`src/design/ptq_pkg.sv`:
```
`timescale 1ns / 1ps

package ptq_pkg;

  localparam int TIMER_SLOTS = 16;

  localparam int CMD_W    = 2;
  localparam int LID_W    = 16;
  localparam int PERIOD_W = 32;
  localparam int TIME_W   = 48;
  localparam int STATUS_W = 3;

  // commands
  localparam logic [CMD_W-1:0] CMD_TICK   = 2'd0;
  localparam logic [CMD_W-1:0] CMD_ADD    = 2'd1;
  localparam logic [CMD_W-1:0] CMD_REMOVE = 2'd2;

  // result status codes
  localparam logic [STATUS_W-1:0] ST_NOTHING   = 3'd0;
  localparam logic [STATUS_W-1:0] ST_FIRED     = 3'd1;
  localparam logic [STATUS_W-1:0] ST_ADDED     = 3'd2;
  localparam logic [STATUS_W-1:0] ST_ADD_FULL  = 3'd3;
  localparam logic [STATUS_W-1:0] ST_REMOVED   = 3'd4;
  localparam logic [STATUS_W-1:0] ST_NOT_FOUND = 3'd5;

  typedef struct packed {
    logic                valid;
    logic [LID_W-1:0]    listener;
    logic [PERIOD_W-1:0] period;
    logic [TIME_W-1:0]   deadline;
  } entry_t;

  typedef enum logic [1:0] {
    CELL_HOLD   = 2'd0,
    CELL_INSERT = 2'd1,
    CELL_REMOVE = 2'd2,
    CELL_POP    = 2'd3
  } cell_op_t;

  // broadcast to every cell; ent carries the new entry or the remove key
  typedef struct packed {
    cell_op_t op;
    entry_t   ent;
  } cell_ctrl_t;

endpackage

```
`src/design/ptq_cell.sv`:
```
`timescale 1ns / 1ps

module ptq_cell
  import ptq_pkg::*;
(
  input  logic       clk,
  input  logic       rst,
  input  cell_ctrl_t ctrl,
  input  entry_t     left_ent,
  input  logic       left_keep,
  input  entry_t     right_ent,
  input  logic       found_in,
  output entry_t     ent,
  output logic       keep,
  output logic       found_out
);

  entry_t ent_next;
  logic   match_here;

  // entry stays in place on insert when its deadline is not later than the new one
  assign keep = ent.valid && (ent.deadline <= ctrl.ent.deadline);

  assign match_here = (ctrl.op == CELL_POP) ||
                      ((ctrl.op == CELL_REMOVE) && ent.valid &&
                       (ent.listener == ctrl.ent.listener));
  assign found_out  = found_in || match_here;

  always_comb begin
    ent_next = ent;
    case (ctrl.op)
      CELL_INSERT: begin
        if (!keep) begin
          if (left_keep) ent_next = ctrl.ent;
          else           ent_next = left_ent;
        end
      end
      CELL_REMOVE, CELL_POP: begin
        if (found_out) ent_next = right_ent;
      end
      default: ent_next = ent;
    endcase
  end

  // only the valid bit is reset, the payload follows it
  always_ff @(posedge clk) begin
    if (rst) begin
      ent.valid <= 1'b0;
    end else begin
      ent.valid <= ent_next.valid;
    end
    ent.listener <= ent_next.listener;
    ent.period   <= ent_next.period;
    ent.deadline <= ent_next.deadline;
  end

endmodule

```
`config.mk`:
```
export PLATFORM = sky130hd
export DESIGN_NAME = ptq_cell
export DESIGN_NICKNAME = d
export VERILOG_FILES = /design/src/design/ptq_pkg.sv /design/src/design/ptq_cell.sv
export SDC_FILE = /design/constraint.sdc
export NUM_CORES = 1
export LEC_CHECK = 0
export ABC_AREA = 0
export BUFFER_PORTS_ARGS = -buffer_cell sky130_fd_sc_hd__buf_2
export CELL_PAD_IN_SITES_DETAIL_PLACEMENT = 0
export CELL_PAD_IN_SITES_GLOBAL_PLACEMENT = 1
export CORE_AREA = 8 8 155 157
export DETAILED_ROUTE_END_ITERATION = 12
export DIE_AREA = 0 0 163 165
export HOLD_SLACK_MARGIN = 0.06
export PLACE_DENSITY = 0.76
export SYNTH_ARGS = -nofsm -noshare
export SYNTH_HDL_FRONTEND = slang
export SYNTH_SLANG_ARGS = --single-unit
```
`constraint.sdc`:
```
create_clock -name clk -period 17.4 [get_ports clk]
set_input_delay 0.87 -clock clk [delete_from_list [all_inputs] [get_ports clk]]
set_output_delay 0.87 -clock clk [all_outputs]
set_load 0.03 [all_outputs]
```
Word-level counts from Yosys, hierarchy flattened
Index checks and enable logic that the tools add are counted.
- flip-flop bits (word level): 97
- input port bits: 297
- logic and storage cells: 23
- order comparisons: 1
- equality and inequality tests: 6
- multiplexer cells: 4
- reduce and logical (&&, ||, !) cells: 8
- operators by type and width (operator ; count):
    $mux W97 ; 3
    $pmux W97 S2 ; 1
    $le A48 B48 Y1 ; 1
    $eq A16 B16 Y1 ; 1
    $eq A2 B2 Y1 const B ; 2
    $ne A2 B2 Y1 const B ; 2
    $logic_and A1 B1 Y1 ; 3
    $reduce_and A3 Y1 ; 1
    $eq A2 B1 Y1 const B ; 1
    $logic_or A1 B1 Y1 ; 2
    $reduce_bool A2 Y1 ; 1
    $reduce_or A2 Y1 ; 1

Logic depth before layout (Yosys ltp)
- word-level depth: 7
- depth in mapped cells: 8
- mapped depth without buffers: 8

Worst setup path before layout
No wires, ideal clock.
- path type: in2reg
- start point: input port ctrl[29] (netlist name)
- end point: register ent[0] (netlist name) (enable)
- data arrival time: 6.802 ns
- slack: 10.022 ns
- stages: 7
- cell sequence: inv_1 > ha_1 > nand4_1 > or4_4 > nor2_2 > a211oi_2 > o2bb2ai_1
- longest elaborated chain between the ends: 4
- ends and longest elaborated chain (element ; RTL line ; RTL):
    start, declared ; ptq_cell.sv:8 ; input cell_ctrl_t ctrl,
    $le A48 B48 Y1 ; ptq_cell.sv:22 ; assign keep = ent.valid && (ent.deadline <= ctrl.ent.deadline);
    $logic_and A1 B1 Y1 ; ptq_cell.sv:22 ;
    named net keep ; ptq_cell.sv:14 ; output logic keep,
    $ne A2 B2 Y1 (no line) ; -- ;
    $reduce_and A3 Y1 (no line) ; -- ;
    end, declared ; ptq_cell.sv:13 ; output entry_t ent,
The timed path passes the listed nets, and every way through them passes these cells.
A chain may end at the register's enable or synchronous reset.

Worst setup path after layout
- start point: input port ctrl[46] (netlist name)
- end point: output port keep
- longest elaborated chain between the ends: 2
- ends and longest elaborated chain (element ; RTL line):
    $le A48 B48 Y1 ; ptq_cell.sv:22
    $logic_and A1 B1 Y1 ; ptq_cell.sv:22
    end, declared ; ptq_cell.sv:14
Every way passes these cells.

==> summary.txt <==
Yosys
  • Simple-Gate Fraction of Synth Area: 10.5%
  • Syn avg cell area: 10.1 sq um
  • Xor/xnor share of the synthesized area: 2.20%
  • Synthesized flop and latch total: 97
  • Adder-cell share of the synthesized area: 9.43%
  • Post-synthesis mux area share: 15.2%
  • Mapped cell area: 0.00637 sq mm
  • Largest family of logic cells by synthesized area: multiplexers
  • Leading post-synthesis cells by cell area: edfxtp_1 45%, mux2i_1 15%, ha_1 9.4%
  • Syn Nets: 977
  • Ys Warns: 0
  • Unique masters post-synth: 39
  • Post-synth top area share: 45.3%
  • Mapped Cells: 632
  • Compound-gate portion of the synthesized area: 12.0%
  • Sequential cell area fraction in the yosys report: 45.6%
  • Largest area contributor in the netlist: edfxtp_1

Detailed routing
  • Routed len/inst: 18.8 microns
  • Vias: 5945
  • Post-Route WL: 24400 microns
  • Drt pass-1 iters: 4
  • ANT nets after route: 0
  • Vias per inst: 4.59
  • Number of remaining DRC errors: 0
  • Drt initial violations: 243

Layout
  • Nets: 1355
  • Area Overhead vs Synth: 40.8%
  • Max reg flops: 97
  • Filler instances: 2205
  • Largest regs: ent x97
  • Largest Register: ent
  • Share of layout cells above drive strength 1: 41.8%
  • Util after Layout: 41.7%

Power and ir drop
  • PwrDens: 83.6 mW/mm^2
  • Clock Power Share: 29.9%
  • Worst vdd ir: 0.0546 mV
  • Switch Pwr: 0.250 mW
  • Leak: 4.53 nW
  • Seq pwr share: 40.6%
  • Net Sw Frac: 33.3%
  • Combinational share of power: 29.5%
  • Total internal power: 0.500 mW

Floorplanning
  • I/O pins: 396
  • Die Y: 165 microns
  • DIE AREA: 0.0269 sq mm
  • Core Rows: 54
  • Initial core utilization: 29.6%
  • Core area: 0.0215 sq mm
  • Width of the die: 163 microns

Critical path
  • WP buf/inv: 3
  • CP top delay family: simple AND/OR/NAND/NOR gates
  • WS Path Type: primary input to output pin
  • CP cell instances: buf_2, inv_1, ha_1, nand4_1, nor4_1, nor4b_2, a21oi_1, a211oi_2, buf_2
  • Crit path DAT: 3230 ps
  • CP max FO: 4
  • Slowest CP cell: nor4_1
  • Cell mode on critical path: buf_2
  • Worst Setup End Kind: output pin
  • Startpoint Class: primary input
  • Max stage delay on crit path: 660 ps
  • Worst path required time: 16530 ps

CTS
  • CTS HTree Levels: 3
  • Post-CTS resize count: 0
  • # hold bufs at CTS: 0
  • Cts bufs inserted: 9
  • Clock net sink count: 97
  • Root buf cell: clkbuf_16
  • Clock slew at reported path FFs: 70 ps
  • Clock Path Buffers: 2
  • Post-CTS Setup Bufs: 0
  • Worst-Skew Late Latency: 350 ps
  • CTS tree: yes

Timing
  • Min Tclk post-route: 4100 ps
  • Slew margin rel.: 38.7%
  • RSZ-0062 raised after global routing: no
  • Max Freq: 0.244 GHz
  • Final setup viols: 0
  • Setup TNS: 0 ps
  • Slew Viols, Final: 0
  • Max Clock Skew: 17.5 ps
  • Least-Margin Pin Slew: 919 ps
  • Period utilization: 23.5%
  • Final Hold Fails: 0

Global route
  • Overflow after GRT: 0
  • Initial antenna violation count: 2
  • First-pass GRT wire length: 35500 microns
  • GRT Total Usage: 17.3%
  • Number of global-route vias before repair: 6378
  • Largest net degree at the start of global routing: 93

Placed design
  • Hpwl dp: 20200 microns
  • Final GP Congestion: 0.808
  • IO Port Bufs: 395

Outcome
  • Status: finished clean

Run
  • Max cap viols: 0

Hold path
  • HP Class: flip-flop to flip-flop
==> kinds of logic (layout without fill, tap and decap cells) <==
family / after synthesis / in the layout
adders and majority gates: 48 / 48
AOI/OAI and AO/OA: 142 / 142
buffers and inverters: 85 / 468
DFF: 97 / 97
muxes: 97 / 97
xor gates and xnor gates: 16 / 16
and+or+nand+nor: 147 / 147
other: 0 / 1
==> Yosys cell counts <==
cell type,n
o2bb2ai_1,2
o21ai_0,8
clkbuf_1,24
nand4_1,12
o211ai_1,1
or4_4,2
nor3_1,3
nor2_2,1
nor2b_1,1
dfxtp_1,1
nor4b_2,1
or4_1,1
nor4_1,4
nand4_4,1
o21ai_1,96
edfxtp_1,96
ha_1,48
a21oi_1,24
buf_2,4
xnor2_1,4
a221oi_1,1
xor2_1,12
mux2i_1,97
o22ai_1,1
nand2_1,109
a211o_1,1
nand4_2,1
inv_1,52
nor3b_1,1
a211oi_2,1
a22oi_1,2
buf_1,5
a211oi_1,1
nand3_1,4
a21o_1,2
a2111oi_0,1
nand2b_1,1
a221oi_2,1
nor2_1,5
==> layer usage <==
metal / up-vias / wire length [microns] / GRT usage (%) / part of all wire, %
met3: 15 / 1920 / 4.64 / 7.9
met5: - / 13 / 0 / 0.053
li1: 3040 / - / - / -
met4: 2 / 262 / 4.30 / 1.1
met1: 2637 / 9820 / 19.9 / 40
met2: 251 / 12400 / 31.3 / 51
==> area by class of cell <==
type                       instances  area, sq um  area share [%]
sequential                        97         2900            32.4
multi-input combinational        450         3160            35.3
inverter                          52          195            2.18
tap                              280          350            3.91
timing repair buffer             400         2030            22.6
clock buffer                       9          225            2.51
antenna                            1         2.50          0.0279
clock inverter                     7          101            1.13
==> placed cells by master (no fill, tap or decap), types with 12 or more instances in the layout <==
master and count:
ha_1 48, buf_2 393, mux2i_1 97, o21ai_1 96, edfxtp_1 96, nand2_1 109, inv_1 52, nand4_1 12
a21oi_1 24, xor2_1 12
==> power groups by stage <==
| stage | combinational (mW) | sequential, mW | clock [mW] |
|---|---|---|---|
| 6_report | 0.221 | 0.305 | 0.224 |
| 5_1_grt | 0.242 | 0.308 | 0.239 |
| 4_1_cts | 0.225 | 0.305 | 0.231 |
| 3_5_place_dp | 0.225 | 0.310 | 0 |
| 3_3_place_gp | 0.223 | 0.309 | 0 |
| 2_1_floorplan | 0.0806 | 0.364 | 0 |
==> metrics by stage <==
step                      power, mW  cell area [sq um]  hold slack [ps]  std cells  worst slack [ps]
after global routing          0.789               8970              795       1296             13170
final                         0.750               8970              742       1296             13300
after floorplan               0.445               6370              751        632             10020
after CTS                     0.762               8960              774       1295             13240
after global placement        0.532               8640              754       1279             13320
after detailed placement      0.535               8640              756       1279             13240
==> final timing paths <==
kind                 start       to  slack [ps]  depth (start not counted)
hold / removal     ent[96]  ent[96]         740                          3
setup / recovery  ctrl[46]     keep       13300                          9
hold reg to reg    ent[96]  ent[96]         740                          3
setup reg to reg   ent[46]  ent[68]       14200                          8
==> worst min-delay path, cell delays in order (launching register included) <==
cell and delay, ps:
dfxtp_1 380, inv_1 130, a211o_1 140, o2bb2ai_1 50
(Power assumes the default switching activity.)
